<file path="src/hw/rtl/cpq_pkg.sv">
// ----------------------------------------------------------------------------
// cpq_pkg
// Shared types and codes for the circular playlist queue: command and status
// codes, the stored entry layout, and the controller/datapath interface.
// ----------------------------------------------------------------------------
package cpq_pkg;

    // field widths
    localparam int CMD_W  = 2;
    localparam int STAT_W = 2;
    localparam int SEQ_W  = 16;
    localparam int ID_W   = 32;
    localparam int YEAR_W = 12;

    // command codes
    localparam logic [CMD_W-1:0] CMD_ADD  = 2'd0;
    localparam logic [CMD_W-1:0] CMD_POP  = 2'd1;
    localparam logic [CMD_W-1:0] CMD_PEEK = 2'd2;
    localparam logic [CMD_W-1:0] CMD_DUMP = 2'd3;

    // status codes
    localparam logic [STAT_W-1:0] ST_OK      = 2'd0;
    localparam logic [STAT_W-1:0] ST_FULL    = 2'd1;
    localparam logic [STAT_W-1:0] ST_EMPTY   = 2'd2;
    localparam logic [STAT_W-1:0] ST_INVALID = 2'd3;

    // sequence counter value after reset
    localparam logic [SEQ_W-1:0] SEQ_START = 16'd1;

    // one stored queue entry
    typedef struct packed {
        logic [SEQ_W-1:0]  seq;
        logic [ID_W-1:0]   song;
        logic [ID_W-1:0]   artist;
        logic [YEAR_W-1:0] year;
    } t_entry;

    // controller to datapath commands
    typedef struct packed {
        logic              add_store;   // write input entry at tail, bump tail/count/seq
        logic              pop;         // advance head, decrement count
        logic              load_tail;   // start a one-entry walk at the tail slot
        logic              load_head;   // start a walk at the head slot
        logic              walk_all;    // walk covers every stored entry
        logic              rd_en;       // read memory at the walk pointer
        logic              emit_entry;  // load output from read data, step the walk
        logic              emit_blank;  // load a blank result with blank_status
        logic [STAT_W-1:0] blank_status;
    } t_cmd;

    // datapath to controller status
    typedef struct packed {
        logic full;
        logic empty;
        logic walk_last;  // current walk entry is the final one
        logic out_free;   // output register can take a result this cycle
    } t_sts;

endpackage

</file>
<file path="src/hw/rtl/cpq_ctrl.sv">
// ----------------------------------------------------------------------------
// cpq_ctrl
// Command sequencer: decodes an accepted transaction and steps the datapath
// through read/emit or blank phases until its last result has been registered.
// ----------------------------------------------------------------------------
module cpq_ctrl
    import cpq_pkg::*;
(
    input  logic             i_clk,
    input  logic             i_rst_n,
    input  logic             i_in_valid,
    output logic             o_in_ready,
    input  logic [CMD_W-1:0] i_command,
    input  t_sts             i_sts,
    output t_cmd             o_cmd
);

    localparam logic [1:0] S_IDLE  = 2'd0;
    localparam logic [1:0] S_READ  = 2'd1;
    localparam logic [1:0] S_EMIT  = 2'd2;
    localparam logic [1:0] S_BLANK = 2'd3;

    logic [1:0]        r_state, n_state;
    logic [STAT_W-1:0] r_blank, n_blank;
    logic              w_accept;

    assign o_in_ready = (r_state == S_IDLE);
    assign w_accept   = i_in_valid && o_in_ready;

    // state and blank status registers
    always_ff @(posedge i_clk) begin
        if (!i_rst_n) begin
            r_state <= S_IDLE;
            r_blank <= ST_OK;
        end else begin
            r_state <= n_state;
            r_blank <= n_blank;
        end
    end

    // next state and datapath commands
    always_comb begin
        n_state = r_state;
        n_blank = r_blank;
        o_cmd   = '0;
        case (r_state)
            S_IDLE: begin
                if (w_accept) begin
                    if (i_command == CMD_ADD) begin
                        if (i_sts.full) begin
                            n_blank = ST_FULL;
                            n_state = S_BLANK;
                        end else begin
                            o_cmd.add_store = 1'b1;
                            o_cmd.load_tail = 1'b1;
                            n_state         = S_READ;
                        end
                    end else if (i_sts.empty) begin
                        n_blank = ST_EMPTY;
                        n_state = S_BLANK;
                    end else begin
                        o_cmd.load_head = 1'b1;
                        o_cmd.pop       = (i_command == CMD_POP);
                        o_cmd.walk_all  = (i_command == CMD_DUMP);
                        n_state         = S_READ;
                    end
                end
            end
            S_READ: begin
                o_cmd.rd_en = 1'b1;
                n_state     = S_EMIT;
            end
            S_EMIT: begin
                if (i_sts.out_free) begin
                    o_cmd.emit_entry = 1'b1;
                    n_state          = i_sts.walk_last ? S_IDLE : S_READ;
                end
            end
            S_BLANK: begin
                if (i_sts.out_free) begin
                    o_cmd.emit_blank   = 1'b1;
                    o_cmd.blank_status = r_blank;
                    n_state            = S_IDLE;
                end
            end
            default: begin
                n_state = S_IDLE;
            end
        endcase
    end

endmodule

</file>
<file path="src/hw/rtl/cpq_datapath.sv">
// ----------------------------------------------------------------------------
// cpq_datapath
// Entry memory, head/tail pointers, entry count, sequence counter, walk
// pointer for reading results, and the registered output stage.
// ----------------------------------------------------------------------------
module cpq_datapath
    import cpq_pkg::*;
#(
    parameter int QUEUE_DEPTH = 8
) (
    input  logic              i_clk,
    input  logic              i_rst_n,
    input  t_cmd              i_cmd,
    output t_sts              o_sts,
    input  logic [ID_W-1:0]   i_song_id,
    input  logic [ID_W-1:0]   i_artist_id,
    input  logic [YEAR_W-1:0] i_release_year,
    output logic              o_out_valid,
    input  logic              i_out_ready,
    output logic [STAT_W-1:0] o_status,
    output logic [SEQ_W-1:0]  o_entry_sequence,
    output logic [ID_W-1:0]   o_entry_song,
    output logic [ID_W-1:0]   o_entry_artist,
    output logic [YEAR_W-1:0] o_entry_year,
    output logic              o_last
);

    localparam int PTR_W = (QUEUE_DEPTH > 1) ? $clog2(QUEUE_DEPTH) : 1;
    localparam int CNT_W = $clog2(QUEUE_DEPTH + 1);
    localparam logic [PTR_W-1:0] PTR_MAX = PTR_W'(QUEUE_DEPTH - 1);
    localparam logic [CNT_W-1:0] CNT_MAX = CNT_W'(QUEUE_DEPTH);
    localparam logic [CNT_W-1:0] CNT_ONE = CNT_W'(1);

    t_entry             r_mem [QUEUE_DEPTH];
    t_entry             r_rd_data;
    logic [PTR_W-1:0]   r_head, r_tail, r_walk;
    logic [CNT_W-1:0]   r_count, r_walk_left;
    logic [SEQ_W-1:0]   r_next_seq;
    logic               r_out_valid;
    logic [STAT_W-1:0]  r_status;
    t_entry             r_out;
    logic               r_last;

    function automatic logic [PTR_W-1:0] f_step(input logic [PTR_W-1:0] p);
        return (p == PTR_MAX) ? '0 : p + PTR_W'(1);
    endfunction

    // status toward the controller
    assign o_sts.full      = (r_count == CNT_MAX);
    assign o_sts.empty     = (r_count == '0);
    assign o_sts.walk_last = (r_walk_left == CNT_ONE);
    assign o_sts.out_free  = !r_out_valid || i_out_ready;

    // entry memory: one write port, one registered read port
    always_ff @(posedge i_clk) begin
        if (i_cmd.add_store) begin
            r_mem[r_tail] <= '{seq: r_next_seq, song: i_song_id,
                               artist: i_artist_id, year: i_release_year};
        end
        if (i_cmd.rd_en) begin
            r_rd_data <= r_mem[r_walk];
        end
    end

    // queue pointers, count and sequence counter
    always_ff @(posedge i_clk) begin
        if (!i_rst_n) begin
            r_head     <= '0;
            r_tail     <= '0;
            r_count    <= '0;
            r_next_seq <= SEQ_START;
        end else begin
            if (i_cmd.add_store) begin
                r_tail     <= f_step(r_tail);
                r_count    <= r_count + CNT_ONE;
                r_next_seq <= r_next_seq + SEQ_W'(1);
            end else if (i_cmd.pop) begin
                r_head  <= f_step(r_head);
                r_count <= r_count - CNT_ONE;
            end
        end
    end

    // walk pointer over the entries being returned
    always_ff @(posedge i_clk) begin
        if (!i_rst_n) begin
            r_walk      <= '0;
            r_walk_left <= '0;
        end else if (i_cmd.load_tail) begin
            r_walk      <= r_tail;
            r_walk_left <= CNT_ONE;
        end else if (i_cmd.load_head) begin
            r_walk      <= r_head;
            r_walk_left <= i_cmd.walk_all ? r_count : CNT_ONE;
        end else if (i_cmd.emit_entry) begin
            r_walk      <= f_step(r_walk);
            r_walk_left <= r_walk_left - CNT_ONE;
        end
    end

    // output valid
    always_ff @(posedge i_clk) begin
        if (!i_rst_n) begin
            r_out_valid <= 1'b0;
        end else if (i_cmd.emit_entry || i_cmd.emit_blank) begin
            r_out_valid <= 1'b1;
        end else if (i_out_ready) begin
            r_out_valid <= 1'b0;
        end
    end

    // output payload
    always_ff @(posedge i_clk) begin
        if (i_cmd.emit_entry) begin
            r_status <= ST_OK;
            r_out    <= r_rd_data;
            r_last   <= (r_walk_left == CNT_ONE);
        end else if (i_cmd.emit_blank) begin
            r_status <= i_cmd.blank_status;
            r_out    <= '0;
            r_last   <= 1'b1;
        end
    end

    assign o_out_valid      = r_out_valid;
    assign o_status         = r_status;
    assign o_entry_sequence = r_out.seq;
    assign o_entry_song     = r_out.song;
    assign o_entry_artist   = r_out.artist;
    assign o_entry_year     = r_out.year;
    assign o_last           = r_last;

endmodule

</file>
<file path="src/hw/rtl/circular_playlist_queue.sv">
// Steps: add, pop and peek pass acceptance, a memory read and an output load,
// which waits for a free output register; full or empty answers skip the read.
// A new command is taken only once the last result is loaded for output; a dump
// reads then loads each entry in turn through the single registered read port.
// Reset: synchronous, active low; clears pointers and count, sequence to 1.
// Entry storage is not cleared and holds data only once written.
// ----------------------------------------------------------------------------
// circular_playlist_queue
// Fixed-depth circular queue of playlist entries with add, pop, peek and dump
// commands, each entry stamped with a running 16-bit sequence number.
// ----------------------------------------------------------------------------
module circular_playlist_queue
    import cpq_pkg::*;
#(
    parameter int QUEUE_DEPTH = 8
) (
    input  logic              i_clk,
    input  logic              i_rst_n,
    input  logic              i_in_valid,
    output logic              o_in_ready,
    input  logic [CMD_W-1:0]  i_command,
    input  logic [ID_W-1:0]   i_song_id,
    input  logic [ID_W-1:0]   i_artist_id,
    input  logic [YEAR_W-1:0] i_release_year,
    output logic              o_out_valid,
    input  logic              i_out_ready,
    output logic [STAT_W-1:0] o_status,
    output logic [SEQ_W-1:0]  o_entry_sequence,
    output logic [ID_W-1:0]   o_entry_song,
    output logic [ID_W-1:0]   o_entry_artist,
    output logic [YEAR_W-1:0] o_entry_year,
    output logic              o_last
);

    t_cmd w_cmd;
    t_sts w_sts;

    // command sequencer
    cpq_ctrl u_ctrl (
        .i_clk      (i_clk),
        .i_rst_n    (i_rst_n),
        .i_in_valid (i_in_valid),
        .o_in_ready (o_in_ready),
        .i_command  (i_command),
        .i_sts      (w_sts),
        .o_cmd      (w_cmd)
    );

    // storage, pointers and output stage
    cpq_datapath #(
        .QUEUE_DEPTH (QUEUE_DEPTH)
    ) u_datapath (
        .i_clk            (i_clk),
        .i_rst_n          (i_rst_n),
        .i_cmd            (w_cmd),
        .o_sts            (w_sts),
        .i_song_id        (i_song_id),
        .i_artist_id      (i_artist_id),
        .i_release_year   (i_release_year),
        .o_out_valid      (o_out_valid),
        .i_out_ready      (i_out_ready),
        .o_status         (o_status),
        .o_entry_sequence (o_entry_sequence),
        .o_entry_song     (o_entry_song),
        .o_entry_artist   (o_entry_artist),
        .o_entry_year     (o_entry_year),
        .o_last           (o_last)
    );

endmodule
</file>
<file path="config.mk">
export PLATFORM = sky130hd
export DESIGN_NAME = circular_playlist_queue
export DESIGN_NICKNAME = d
export VERILOG_FILES = /design/src/hw/rtl/cpq_pkg.sv /design/src/hw/rtl/cpq_ctrl.sv /design/src/hw/rtl/cpq_datapath.sv /design/src/hw/rtl/circular_playlist_queue.sv
export SDC_FILE = /design/constraint.sdc
export NUM_CORES = 1
export LEC_CHECK = 0
export ABC_CLOCK_PERIOD_IN_PS = 16000
export BUFFER_PORTS_ARGS = -buffer_cell sky130_fd_sc_hd__buf_2
export CORE_MARGIN = 2
export CORE_UTILIZATION = 65
export DETAILED_ROUTE_END_ITERATION = 16
export MAX_ROUTING_LAYER = met4
export PLACE_DENSITY = 0.84
export SLEW_MARGIN = 20
export SYNTH_ARGS = -nofsm -noshare
export SYNTH_HDL_FRONTEND = slang
export SYNTH_HIERARCHICAL = 1
export SYNTH_SLANG_ARGS = --single-unit
</file>
<file path="constraint.sdc">
create_clock -name i_clk -period 16 [get_ports i_clk]
set_input_delay 3.2 -clock i_clk [delete_from_list [all_inputs] [get_ports i_clk]]
set_output_delay 3.2 -clock i_clk [all_outputs]
set_load 0.1 [all_outputs]
</file>
==> results.cfg <==
[sta]
fin_crit_ps = 5898
finalHoldViolCount = 0
setup_viol = 0
final.setup.tns_ps = 0
fin_hold_ws_ps = 504.6
maxSlewViolCount = 0
fmax_mhz = 169.5
slew_headroom_pct = 27.71
worst_slew_pin_slew_ps = 1074
rsz0062_at_grt = false
worst_clock_skew_ps = 39.90
timing.final.crit_share_pct = 36.86

[synthesis]
synth_area_per_cell_um2 = 22.50
yosys.area.top_type = edfxtp_1
ys_types = 52
ys_seq_elements = 961
syn_nets = 1692
syn_area_um2 = 35960
synth_cells = 1598
synth_top_area_share_pct = 76.91
yosys-top-cells-count = edfxtp_1 (921), mux4_2 (184), and2_1 (105)
synth.area.top_cells = edfxtp_1 (77%), mux4_2 (12%), mux2_2 (2.9%)
synth_warnings = 6
synth.most_common_cell = edfxtp_1
synth_edf_count = 921
synth_seq_area_share_pct = 79.14
ys.flop_type = edfxtp_1
ys_async_sr_fraction_pct = 0

[clock_network]
cts_resized = 0
cts_buffer_depth = 3
cts_sinks = 961
cts_max_level = 3
insertion_delay_ps = 650
cts_setup_buffers = 0
root_buffer = clkbuf_16
tritoncts = done
postCtsHoldBufs = 0
numCtsBuffers = 90
clk_pin_slew_ps = 60

[outcome]
outcome = finished, final reports clean

[placed_design]
placed_area_um2 = 37650
place.gp.congestion = 0.7769
hpwl_um = 38280
numPortBuffers = 178

[power]
cellLeakagePower_nw = 13.16
power_density_nw_per_um2 = 142.4
peakVddDrop_v = 0.00009924
finalPower_mw = 5.783

[floorplanning]
coreArea_um2 = 54880
dieArea_um2 = 57220
die_w_um = 239.2
die_h_um = 239.2
fp-row-count = 86
io_pins = 179
initial_utilization_pct = 65.52

[detailed_routing]
wire_per_inst_um = 30.05
ant_nets = 0
first_pass_iters = 5
drc_errors = 0
finalWirelength_um = 78420
via_count = 17012
drt_iter0_drc = 1725
viasPerCell = 6.518

[worst_setup_path]
cp_max_fo = 60
worstReg2RegStart = u_datapath/r_walk[1]$_SDFFE_PN0P_
r2r_slack_ps = 12070
reg2reg_to = u_datapath/r_rd_data[25]$_DFFE_PP_
start_kind = input pin
r2r_cells = 4
end_kind = flop
path_class = input pin to flop
required_ps = 16250
cp.arrival_ps = 6140

[final_layout]
finalCoreUtilization_pct = 74.01
areaGrowthSynthToFinish_pct = 12.94
stdcell_area_um2 = 40610
drive_gt1_share_pct = 33.09
fillers = 2798
nNetsFinal = 1921

[hold_path]
hold_end = u_datapath/o_status[1]$_SDFFE_PP0P_
holdCritStartpoint = u_datapath/o_status[1]$_SDFFE_PP0P_
hold_class = flop to flop
hold_depth = 2

[grt]
grt_max_degree = 98
track_usage_pct = 28.69
first_global_vias = 17583
overflow = 0
grt_pass1_wl_um = 115000
antenna_found_initial = 8

[job]
maxCapViolations = 0
## flip-flops by register name, summed over array words and instances (netlist names)
signal,cells
u_datapath/r_mem,736
u_datapath/r_rd_data,92
u_datapath/o_entry_artist,32
u_datapath/o_entry_song,32
u_datapath/o_entry_sequence,16
u_datapath/r_next_seq,16
u_datapath/o_entry_year,12
u_datapath/r_count,4
u_datapath/r_walk_left,4
u_datapath/r_head,3
u_datapath/r_tail,3
u_datapath/r_walk,3
u_ctrl/r_blank,2
u_ctrl/r_state,2
u_datapath/o_status,2
u_datapath/o_last,1
u_datapath/o_out_valid,1
## placed cells by master, fill, tap and decap left out, types with 9 or more instances in the layout
cell type	synthesis	routed
and2_1	105	105
buf_2	10	178
buf_4	1	21
clkbuf_1	37	19
clkbuf_16	0	93
clkinv_1	0	22
clkinv_2	0	17
dfxtp_1	40	37
edfxtp_1	921	921
ha_1	11	11
mux2_2	93	93
mux2i_1	15	15
mux4_2	184	184
nand2_1	21	21
nand2b_1	10	10
nor2_1	20	13
nor2b_1	10	10
o21ai_0	9	9
xnor2_1	11	11
## metrics by stage
stage / instances / setup slack, ps
floorplan: 1598 / 4452
global placement: 2432 / 9419
detailed placement: 2434 / 9296
CTS: 2597 / 9904
global route: 2609 / 9945
finish: 2610 / 10100
## worst max-delay path, cell delays in order
cell     delay, ps
buf_2          140
nor4_2         290
buf_4          330
nand2_1        300
nor2_4         720
buf_16         240
buf_4          840
## metal layers
| metal | GRT usage (%) | vias up | part of all wire (%) | routed length (um) |
|---|---|---|---|---|
| li1 | - | 7023 | - | - |
| met2 | 47.03 | 947 | 52 | 41080 |
| met5 | - | - | 0 | 0 |
| met4 | 10.30 | 0 | 3.1 | 2441 |
| met3 | 4.276 | 149 | 7.3 | 5751 |
| met1 | 37.41 | 8893 | 37 | 29150 |
## power breakdown
part	switching, mW	internal [mW]	leakage (nW)
clock network	0.908	1.16	1.38
logic	0.563	0.214	2.93
registers	0.0594	2.88	8.84
total	1.53	4.25	13.2
## layout make-up
class | instances | area [um^2] | area share (%)
diodes | 8 | 20.02 | 0.04929
repair buffers | 207 | 1246 | 3.068
inverters | 7 | 28.78 | 0.07086
clock buffers | 114 | 2426 | 5.974
well taps | 704 | 880.8 | 2.169
multi-input cells | 560 | 7146 | 17.59
clock inverters | 49 | 396.6 | 0.9766
flip-flops and latches | 961 | 28470 | 70.10
## worst max path at each step
stage | startpoint | end | slack [ps] | cells past startpoint
after floorplan | i_command[1] | u_datapath/r_mem[1][0]$_DFFE_PP_ | 4450 | 5
after detailed placement | i_command[1] | u_datapath/r_mem[5][67]$_DFFE_PP_ | 9300 | 6
after CTS | i_command[1] | u_datapath/r_mem[5][53]$_DFFE_PP_ | 9900 | 6
after global placement | i_command[1] | u_datapath/r_mem[7][67]$_DFFE_PP_ | 9420 | 6
final | i_command[1] | u_datapath/r_mem[5][72]$_DFFE_PP_ | 10100 | 7
after global routing | i_command[1] | u_datapath/r_mem[5][57]$_DFFE_PP_ | 9940 | 7
## cells by family after synthesis
group / count (synthesis) / share of synthesized area [%]
AO/OA/AOI/OAI: 37 / 0.6820
adder cells (fa/ha/maj): 12 / 0.4384
multiplexers: 292 / 14.85
flip-flops: 961 / 79.14
buffers and inverters: 77 / 1.183
AND/OR/NAND/NOR: 205 / 3.361
XOR/XNOR: 14 / 0.3410
(Power assumes the default switching activity.)
